$ cat src/hdl/rpwr_pkg.sv
`default_nettype none

package rpwr_pkg;

  localparam int unsigned MaxEntries = 16;
  localparam int unsigned IdW        = 4;
  localparam int unsigned CntW       = 5;
  localparam int unsigned SeedW      = 32;
  localparam int unsigned DrawW      = 23;
  localparam int unsigned ProdW      = 36;

  localparam logic [CntW-1:0]  EntryCountRst = 5'd16;
  localparam logic [SeedW-1:0] SeedInitRst   = 32'd1;
  localparam logic [16:0]      LcgMult       = 17'd69069;
  localparam logic [3:0]       LastRound     = 4'd9;
  localparam logic [7:0]       LastSkip      = 8'd255;
  localparam logic [30:0]      HalfRem       = 31'h4000_0000;

  localparam logic [1:0] CmdNext   = 2'd0;
  localparam logic [1:0] CmdRandom = 2'd1;
  localparam logic [1:0] CmdErase  = 2'd2;

  localparam logic RegSeedInit   = 1'b0;
  localparam logic RegEntryCount = 1'b1;

  typedef struct packed {
    logic            load_master;
    logic [CntW-1:0] load_n;
    logic            refill;
    logic            pend_remove;
    logic [IdW-1:0]  pend_idx;
    logic            master_remove;
    logic [IdW-1:0]  master_idx;
  } list_ctrl_t;

  typedef struct packed {
    logic [CntW-1:0] pend_count;
    logic [CntW-1:0] master_count;
    logic [IdW-1:0]  pend_data;
    logic [IdW-1:0]  master_data;
  } list_stat_t;

endpackage

`default_nettype wire

$ cat src/hdl/rpwr_mul.sv
`default_nettype none

module rpwr_mul (
  input  wire logic                       sel_scale_i,
  input  wire logic [rpwr_pkg::SeedW-1:0] seed_i,
  input  wire logic [rpwr_pkg::DrawW-1:0] draw_i,
  input  wire logic [rpwr_pkg::CntW-1:0]  count_i,
  output logic      [rpwr_pkg::SeedW-1:0] seed_o,
  output logic      [rpwr_pkg::ProdW-1:0] prod_o
);
  import rpwr_pkg::*;

  logic [31:0] op_a;
  logic [16:0] op_b;
  logic [48:0] prod;

  // One 32 x 17 multiplier serves both the generator step and the index scaling.
  assign op_a   = sel_scale_i ? {1'b0, draw_i, 8'b0} : seed_i;
  assign op_b   = sel_scale_i ? {12'b0, count_i} : LcgMult;
  assign prod   = {17'b0, op_a} * {32'b0, op_b};
  assign seed_o = prod[SeedW-1:0];
  assign prod_o = prod[ProdW-1:0];

endmodule

`default_nettype wire

$ cat src/hdl/rpwr_lists.sv
`default_nettype none

module rpwr_lists (
  input  wire logic                 clk_i,
  input  wire logic                 rst_ni,
  input  wire rpwr_pkg::list_ctrl_t ctrl_i,
  output rpwr_pkg::list_stat_t      stat_o
);
  import rpwr_pkg::*;

  logic [IdW-1:0]  master_q [MaxEntries];
  logic [IdW-1:0]  pend_q [MaxEntries];
  logic [CntW-1:0] master_cnt_q;
  logic [CntW-1:0] pend_cnt_q;

  always_ff @(posedge clk_i or negedge rst_ni) begin
    if (!rst_ni) begin
      for (int j = 0; j < MaxEntries; j++) begin
        master_q[j] <= (CntW'(j) < EntryCountRst) ? IdW'(j) : '0;
      end
      master_cnt_q <= EntryCountRst;
      pend_cnt_q   <= '0;
    end else if (ctrl_i.load_master) begin
      for (int j = 0; j < MaxEntries; j++) begin
        master_q[j] <= (CntW'(j) < ctrl_i.load_n) ? IdW'(j) : '0;
      end
      master_cnt_q <= ctrl_i.load_n;
      pend_cnt_q   <= '0;
    end else begin
      if (ctrl_i.master_remove) begin
        for (int j = 0; j < MaxEntries - 1; j++) begin
          if (IdW'(j) >= ctrl_i.master_idx) begin
            master_q[j] <= master_q[j+1];
          end
        end
        master_cnt_q <= master_cnt_q - CntW'(1);
      end
      if (ctrl_i.refill) begin
        pend_cnt_q <= master_cnt_q;
      end else if (ctrl_i.pend_remove) begin
        pend_cnt_q <= pend_cnt_q - CntW'(1);
      end
    end
  end

  always_ff @(posedge clk_i) begin
    if (ctrl_i.refill) begin
      for (int j = 0; j < MaxEntries; j++) begin
        pend_q[j] <= master_q[j];
      end
    end else if (ctrl_i.pend_remove) begin
      for (int j = 0; j < MaxEntries - 1; j++) begin
        if (IdW'(j) >= ctrl_i.pend_idx) begin
          pend_q[j] <= pend_q[j+1];
        end
      end
    end
  end

  assign stat_o.pend_count   = pend_cnt_q;
  assign stat_o.master_count = master_cnt_q;
  assign stat_o.pend_data    = pend_q[ctrl_i.pend_idx];
  assign stat_o.master_data  = master_q[ctrl_i.master_idx];

endmodule

`default_nettype wire

$ cat src/hdl/random_pick_without_replacement.sv
// Next passes through refill, check and pick to the output register; erase searches the
// master list; random adds the draws, scale and round, with a generator step per skipped zero draw.
// One transaction at a time; the random pick is set by the shared 32 x 17 multiplier,
// which advances the generator by one step per cycle for ten draws.
// Reset (asynchronous, active low) clears control, loads ids 0 to 15 into the master
// list, empties the pending list and sets the seed to 1; no clearing pass is needed.
`default_nettype none

module random_pick_without_replacement (
  input  wire logic                      clk_i,
  input  wire logic                      rst_ni,
  input  wire logic                      psel,
  input  wire logic                      penable,
  input  wire logic                      pwrite,
  input  wire logic [2:0]                paddr,
  input  wire logic [31:0]               pwdata,
  output logic      [31:0]               prdata,
  output logic                           pready,
  input  wire logic                      in_valid_i,
  output logic                           in_ready_o,
  input  wire logic [1:0]                cmd_i,
  input  wire logic [rpwr_pkg::IdW-1:0]  erase_id_i,
  output logic                           out_valid_o,
  input  wire logic                      out_ready_i,
  output logic                           valid_res_o,
  output logic      [rpwr_pkg::IdW-1:0]  entry_id_o,
  output logic      [rpwr_pkg::CntW-1:0] remaining_o
);
  import rpwr_pkg::*;

  typedef enum logic [3:0] {
    S_IDLE,
    S_REFILL,
    S_CHECK,
    S_DRAW,
    S_SCALE,
    S_ROUND,
    S_PICK,
    S_SEARCH,
    S_OUT
  } state_e;

  state_e          state_q;
  logic [1:0]      cmd_q;
  logic [IdW-1:0]  eid_q;
  logic [3:0]      round_q;
  logic [7:0]      skip_q;
  logic [DrawW-1:0] draw_q;
  logic [ProdW-1:0] prod_q;
  logic [IdW-1:0]  idx_q;
  logic [CntW-1:0] srch_q;
  logic            res_valid_q;
  logic [IdW-1:0]  res_id_q;
  logic [CntW-1:0] res_rem_q;
  logic            out_valid_q;
  logic            out_res_q;
  logic [IdW-1:0]  out_id_q;
  logic [CntW-1:0] out_rem_q;
  logic [SeedW-1:0] seed_q;
  logic [SeedW-1:0] seed_init_q;
  logic [CntW-1:0] entry_count_q;

  logic            cfg_wr;
  logic            seed_wr;
  logic            count_wr;
  logic [CntW-1:0] load_n;
  logic [SeedW-1:0] seed_nxt;
  logic [ProdW-1:0] prod;
  logic [DrawW-1:0] draw_nxt;
  logic [CntW-1:0] q_raw;
  logic [30:0]     rem;
  logic            rnd_up;
  logic [CntW-1:0] q_rnd;
  list_ctrl_t      ctrl;
  list_stat_t      stat;

  assign cfg_wr   = psel & penable & pwrite;
  assign seed_wr  = cfg_wr && (paddr[2] == RegSeedInit);
  assign count_wr = cfg_wr && (paddr[2] == RegEntryCount);
  assign load_n   = (pwdata[CntW-1:0] > CntW'(MaxEntries)) ? CntW'(MaxEntries)
                                                           : pwdata[CntW-1:0];
  assign pready   = 1'b1;
  assign prdata   = (paddr[2] == RegEntryCount) ? {27'b0, entry_count_q} : seed_init_q;

  rpwr_mul u_mul (
    .sel_scale_i (state_q == S_SCALE),
    .seed_i      (seed_q),
    .draw_i      (draw_q),
    .count_i     (stat.pend_count),
    .seed_o      (seed_nxt),
    .prod_o      (prod)
  );

  assign draw_nxt = seed_nxt[30:8];

  // Round half to even on the 31 bits dropped from draw times count.
  assign q_raw  = prod_q[ProdW-1:31];
  assign rem    = prod_q[30:0];
  assign rnd_up = (rem > HalfRem) || ((rem == HalfRem) && q_raw[0]);
  assign q_rnd  = q_raw + {{(CntW-1){1'b0}}, rnd_up};

  always_comb begin
    ctrl               = '0;
    ctrl.load_master   = count_wr;
    ctrl.load_n        = load_n;
    ctrl.refill        = (state_q == S_REFILL) && (stat.pend_count == '0);
    ctrl.pend_remove   = (state_q == S_PICK);
    ctrl.pend_idx      = idx_q;
    ctrl.master_idx    = srch_q[IdW-1:0];
    ctrl.master_remove = (state_q == S_SEARCH) && (srch_q < stat.master_count) &&
                         (stat.master_data == eid_q);
  end

  rpwr_lists u_lists (
    .clk_i  (clk_i),
    .rst_ni (rst_ni),
    .ctrl_i (ctrl),
    .stat_o (stat)
  );

  always_ff @(posedge clk_i or negedge rst_ni) begin
    if (!rst_ni) begin
      seed_init_q   <= SeedInitRst;
      entry_count_q <= EntryCountRst;
      seed_q        <= SeedInitRst;
    end else begin
      if (seed_wr) begin
        seed_init_q <= pwdata;
        seed_q      <= pwdata;
      end else if (state_q == S_DRAW) begin
        seed_q <= seed_nxt;
      end
      if (count_wr) begin
        entry_count_q <= pwdata[CntW-1:0];
      end
    end
  end

  always_ff @(posedge clk_i or negedge rst_ni) begin
    if (!rst_ni) begin
      state_q     <= S_IDLE;
      out_valid_q <= 1'b0;
      cmd_q       <= '0;
      eid_q       <= '0;
      round_q     <= '0;
      skip_q      <= '0;
      draw_q      <= '0;
      prod_q      <= '0;
      idx_q       <= '0;
      srch_q      <= '0;
      res_valid_q <= 1'b0;
      res_id_q    <= '0;
      res_rem_q   <= '0;
      out_res_q   <= 1'b0;
      out_id_q    <= '0;
      out_rem_q   <= '0;
    end else begin
      if (out_valid_q && out_ready_i && (state_q != S_OUT)) begin
        out_valid_q <= 1'b0;
      end
      case (state_q)
        S_IDLE: begin
          if (in_valid_i) begin
            cmd_q  <= cmd_i;
            eid_q  <= erase_id_i;
            srch_q <= '0;
            if ((cmd_i == CmdNext) || (cmd_i == CmdRandom)) begin
              state_q <= S_REFILL;
            end else if (cmd_i == CmdErase) begin
              state_q <= S_SEARCH;
            end else begin
              res_valid_q <= 1'b0;
              res_id_q    <= '0;
              res_rem_q   <= stat.pend_count;
              state_q     <= S_OUT;
            end
          end
        end
        S_REFILL: begin
          state_q <= S_CHECK;
        end
        S_CHECK: begin
          round_q <= '0;
          skip_q  <= '0;
          if (stat.pend_count == '0) begin
            res_valid_q <= 1'b0;
            res_id_q    <= '0;
            res_rem_q   <= '0;
            state_q     <= S_OUT;
          end else if (cmd_q == CmdNext) begin
            idx_q   <= stat.pend_count[IdW-1:0] - IdW'(1);
            state_q <= S_PICK;
          end else begin
            state_q <= S_DRAW;
          end
        end
        S_DRAW: begin
          // A draw ends on a nonzero value or after 256 zero values in a row.
          if ((draw_nxt != '0) || (skip_q == LastSkip)) begin
            draw_q <= draw_nxt;
            skip_q <= '0;
            if (round_q == LastRound) begin
              state_q <= S_SCALE;
            end else begin
              round_q <= round_q + 4'd1;
            end
          end else begin
            skip_q <= skip_q + 8'd1;
          end
        end
        S_SCALE: begin
          prod_q  <= prod;
          state_q <= S_ROUND;
        end
        S_ROUND: begin
          idx_q   <= (q_rnd == stat.pend_count) ? '0 : q_rnd[IdW-1:0];
          state_q <= S_PICK;
        end
        S_PICK: begin
          res_valid_q <= 1'b1;
          res_id_q    <= stat.pend_data;
          res_rem_q   <= stat.pend_count - CntW'(1);
          state_q     <= S_OUT;
        end
        S_SEARCH: begin
          if (srch_q < stat.master_count) begin
            if (stat.master_data == eid_q) begin
              res_valid_q <= 1'b1;
              res_id_q    <= eid_q;
              res_rem_q   <= stat.pend_count;
              state_q     <= S_OUT;
            end else begin
              srch_q <= srch_q + CntW'(1);
            end
          end else begin
            res_valid_q <= 1'b0;
            res_id_q    <= '0;
            res_rem_q   <= stat.pend_count;
            state_q     <= S_OUT;
          end
        end
        S_OUT: begin
          if (!out_valid_q || out_ready_i) begin
            out_valid_q <= 1'b1;
            out_res_q   <= res_valid_q;
            out_id_q    <= res_id_q;
            out_rem_q   <= res_rem_q;
            state_q     <= S_IDLE;
          end
        end
        default: begin
          state_q <= S_IDLE;
        end
      endcase
    end
  end

  assign in_ready_o  = (state_q == S_IDLE);
  assign out_valid_o = out_valid_q;
  assign valid_res_o = out_res_q;
  assign entry_id_o  = out_id_q;
  assign remaining_o = out_rem_q;

`ifndef NO_ASSERTIONS
  // An entry is only removed from a pending list that holds at least one entry.
  a_pick_nonempty: assert property (@(posedge clk_i) disable iff (!rst_ni)
    (state_q == S_PICK) |-> (stat.pend_count != '0))
    else $error("pick from an empty pending list");

  // The rounded index never exceeds the pending count before the wrap.
  a_round_range: assert property (@(posedge clk_i) disable iff (!rst_ni)
    (state_q == S_ROUND) |-> (q_rnd <= stat.pend_count))
    else $error("rounded index out of range");

  // The seed moves only while drawing or on a register write.
  a_seed_hold: assert property (@(posedge clk_i) disable iff (!rst_ni)
    ((state_q != S_DRAW) && !seed_wr) |=> (seed_q == $past(seed_q)))
    else $error("seed changed outside a draw");

  // A transaction without a valid result carries id zero.
  a_id_zero: assert property (@(posedge clk_i) disable iff (!rst_ni)
    (out_valid_o && !valid_res_o) |-> (entry_id_o == '0))
    else $error("nonzero id on an invalid result");
`endif

endmodule

`default_nettype wire
$ cat config.mk
export PLATFORM = sky130hd
export DESIGN_NAME = random_pick_without_replacement
export DESIGN_NICKNAME = d
export VERILOG_FILES = /design/src/hdl/rpwr_pkg.sv /design/src/hdl/rpwr_mul.sv /design/src/hdl/rpwr_lists.sv /design/src/hdl/random_pick_without_replacement.sv
export SDC_FILE = /design/constraint.sdc
export NUM_CORES = 1
export LEC_CHECK = 0
export BUFFER_PORTS_ARGS = -buffer_cell sky130_fd_sc_hd__buf_2
export CAP_MARGIN = 10
export CORE_ASPECT_RATIO = 2
export CORE_MARGIN = 1
export CORE_UTILIZATION = 44
export DETAILED_ROUTE_END_ITERATION = 12
export GPL_ROUTABILITY_DRIVEN = 0
export GPL_TIMING_DRIVEN = 0
export MAX_ROUTING_LAYER = met4
export PLACE_DENSITY = 0.66
export SYNTH_ARGS = -nofsm -noshare
export SYNTH_HDL_FRONTEND = slang
export SYNTH_SLANG_ARGS = --single-unit
export TNS_END_PERCENT = 20
$ cat constraint.sdc
create_clock -name clk_i -period 9.8 [get_ports clk_i]
set_clock_uncertainty 0.15 [all_clocks]
set_input_delay 1.96 -clock clk_i [delete_from_list [all_inputs] [get_ports clk_i]]
set_output_delay 1.96 -clock clk_i [all_outputs]
set_load 0.05 [all_outputs]
==> flow_summary.json <==
{
  "synthFlopType": "dfrtp_1",
  "syn_inst": 2609,
  "wl_mm": 88.2,
  "grt_use_total_pct": 31.9,
  "min_path_type": "flip-flop to flip-flop",
  "ys_types": 86,
  "status": "complete, no violations",
  "synthMuxAreaShare_pct": 8.12,
  "htree_levels": 1,
  "postPlaceCellArea_um2": 27000,
  "avgSynthCellArea_um2": 9.79,
  "mostFrequentLayoutCell": "inv_1",
  "start_util_pct": 44.6,
  "grt_max_degree": 101,
  "avgRoutedWirePerCell_um": 24.9,
  "cp_slowest_cell": "or4b_4",
  "tightest_slew_ns": 1.29,
  "ys_seq_area_share_pct": 31.1,
  "rsz0062_at_grt": "no",
  "drtPass1Iterations": 5,
  "min_period_ns": 9.62,
  "final_net_count": 3192,
  "final_util_pct": 49.2,
  "crit_required_ns": 10.10,
  "hpwl_mm": 71.7,
  "clk_pin_slew_ns": 0.07,
  "synth_top_family_by_area": "adder cells",
  "hold_path_startpoint": "entry_count_q[4]",
  "first_iter_violations": 1378,
  "fillCellCount": 5315,
  "port_buffers": 88,
  "synthXorXnorAreaFrac_pct": 2.57,
  "fin_area_um2": 28200,
  "root_buffer": "clkbuf_16",
  "rows": 124,
  "syn_area_um2": 25500,
  "cts_tree": "yes",
  "worst_ep_arrival_time_ns": 9.92,
  "die_w_um": 172,
  "r2r-start": "state_q[3]",
  "ys_async_sr_fraction_pct": 81.3,
  "ys_seq_elements": 304,
  "synth-compound-area-share_pct": 11.3,
  "die_area_um2": 59100,
  "grt-ovfl-total": 0,
  "yosysWarningCount": 0,
  "synth_edf_count": 57,
  "fp.dieH_um": 343,
  "end_kind": "flip-flop",
  "core_area_um2": 57200,
  "layout.cells.most_common_list": "inv_1, nand2_1, fa_1",
  "cts_buffers": 30,
  "vias": 20500,
  "finalSetupViolCount": 0,
  "cpLargestDelayFamily": "adder cells",
  "max_freq_mhz": 104,
  "cp-start-kind": "flip-flop",
  "hold_viol": 0,
  "synthSimpleGateAreaFrac_pct": 12.8,
  "grt_pass1_vias": 22200,
  "slew_viol_final": 0,
  "drv_cap": 0,
  "startpoint": "state_q[3]",
  "boundaryPins": 93,
  "drive_above_1_share_pct": 13.4,
  "slowest_delay_ns": 0.62,
  "relSlewSlack_pct": 12.8,
  "path_buf_inv": 9,
  "holdBufCountCts": 0,
  "cts_buffer_depth": 3,
  "drc": 0,
  "clk-insertion-delay-late_ns": 0.62,
  "worst-path-max-fanout": 10,
  "fin_crit_sh_pct": 98.1,
  "viasPerCell": 5.80,
  "antenna_found_initial": 6,
  "ant_nets": 0,
  "yosys.area_share.adder_pct": 26.0,
  "cpMostUsedCell": "fa_1",
  "cts_sinks": 304,
  "path_class": "flip-flop to flip-flop",
  "syn_to_final_growth_pct": 10.4,
  "grt_pass1_wl_mm": 132
}
## path summary, 6_finish.rpt
kind,cells past startpoint,slack (ns),end
max reg2reg,29,0.18,draw_q[4]
max,29,0.18,draw_q[4]
min in group asynchronous,1,1.15,seed_q[17]
min,2,0.31,entry_count_q[4]
max in group asynchronous,2,7.45,out_valid_o
min reg2reg,2,0.31,entry_count_q[4]
## per-stage QoR
step	std cells	hold WS, ns	setup WS [ns]	setup TNS [ns]
final	3538	0.309	0.182	0
after global routing	3537	0.328	0.00290	0
after CTS	3529	0.312	0.0821	0
after detailed placement	3471	0.301	-0.902	-30.40
after global placement	3469	0.301	-0.891	-30.32
after floorplan	2625	0.287	1.54	0
## synthesized netlist by cell type, types with 8 or more instances
master,count,share of area (%)
nor2b_1,33,0.81
mux2i_1,44,1.7
nand4_1,13,0.32
nor4_1,12,0.29
nand2_1,356,5.2
inv_1,403,5.9
a22oi_1,8,0.24
a31oi_1,10,0.25
and2_1,31,0.76
o21bai_2,12,0.53
nor2_1,111,1.6
clkbuf_1,98,1.4
nand2b_1,16,0.39
edfxtp_1,57,6.7
dfstp_2,29,3.0
o21ai_0,118,2.3
a21oi_1,145,2.8
nand3_1,35,0.69
dfrtp_1,218,21
and3_1,35,0.86
or2_2,8,0.20
o21a_1,13,0.38
buf_1,9,0.13
xor2_1,28,0.96
mux4_2,38,3.4
fa_1,234,18
ha_1,156,7.6
a211oi_1,9,0.26
o21ai_1,8,0.16
xnor2_1,47,1.6
a21o_1,43,1.3
nor3_1,22,0.43
mux2_2,65,2.9
o211ai_1,14,0.41
## kinds of logic (layout without fill, tap and decap cells)
| logic type | count (synthesis) | in the layout |
|---|---|---|
| and+or+nand+nor | 704 | 704 |
| buffers and inverters | 529 | 682 |
| AOI/OAI and AO/OA | 455 | 455 |
| adders and majority gates | 390 | 390 |
| DFF | 304 | 304 |
| muxes | 150 | 150 |
| xor gates and xnor gates | 75 | 75 |
| other | 2 | 22 |
## registers in the layout, indices dropped and copies added (netlist names), 2 cells and up
signal	cells
skip_q	8
round_q	4
draw_q	23
cmd_q	2
srch_q	5
idx_q	4
entry_id_o	4
eid_q	4
res_rem_q	5
seed_init_q	32
seed_q	32
u_lists.pend_q	57
u_lists.pend_cnt_q	5
u_lists.master_cnt_q	5
state_q	4
res_id_q	4
entry_count_q	5
prod_q	36
u_lists.master_q	57
remaining_o	5
## layout make-up
cell class                      instances  area, um2  area share [%]
Tap cell                              756        946            3.36
Clock buffer                           49        883            3.13
Antenna cell                            4       10.0          0.0355
Timing Repair Buffer                  100        578            2.05
Sequential cell                       304       7930            28.1
Multi-Input combinational cell       1792      15700            55.6
Inverter                              403       1510            5.37
Buffer                                123        561            1.99
Clock inverter                          7        103           0.364
## layer usage
layer / track usage, % / vias to the layer above / part of all wire [%]
met5: - / - / 0
met4: 29.1 / 0 / 12
met3: 4.64 / 458 / 6.0
met2: 56.7 / 1020 / 53
met1: 28.5 / 10200 / 29
li1: - / 8882 / -
## worst min-delay path, stage by stage, from the launching register on
cell and delay, ns:
dfstp_2 0.37, nand2_1 0.05, nand2_1 0.05
## what timing repair did
| action | CTS | global route |
|---|---|---|
| pin swaps | 1 | 3 |
| setup buffers | 2 | 6 |
| gates cloned | 0 | 0 |
| resized for setup | 17 | 20 |
| endpoints found under the setup margin | 38 | 38 |
Power is not shown: default switching activity piles up to over one toggle a cycle in this logic, so the estimate is an artifact.
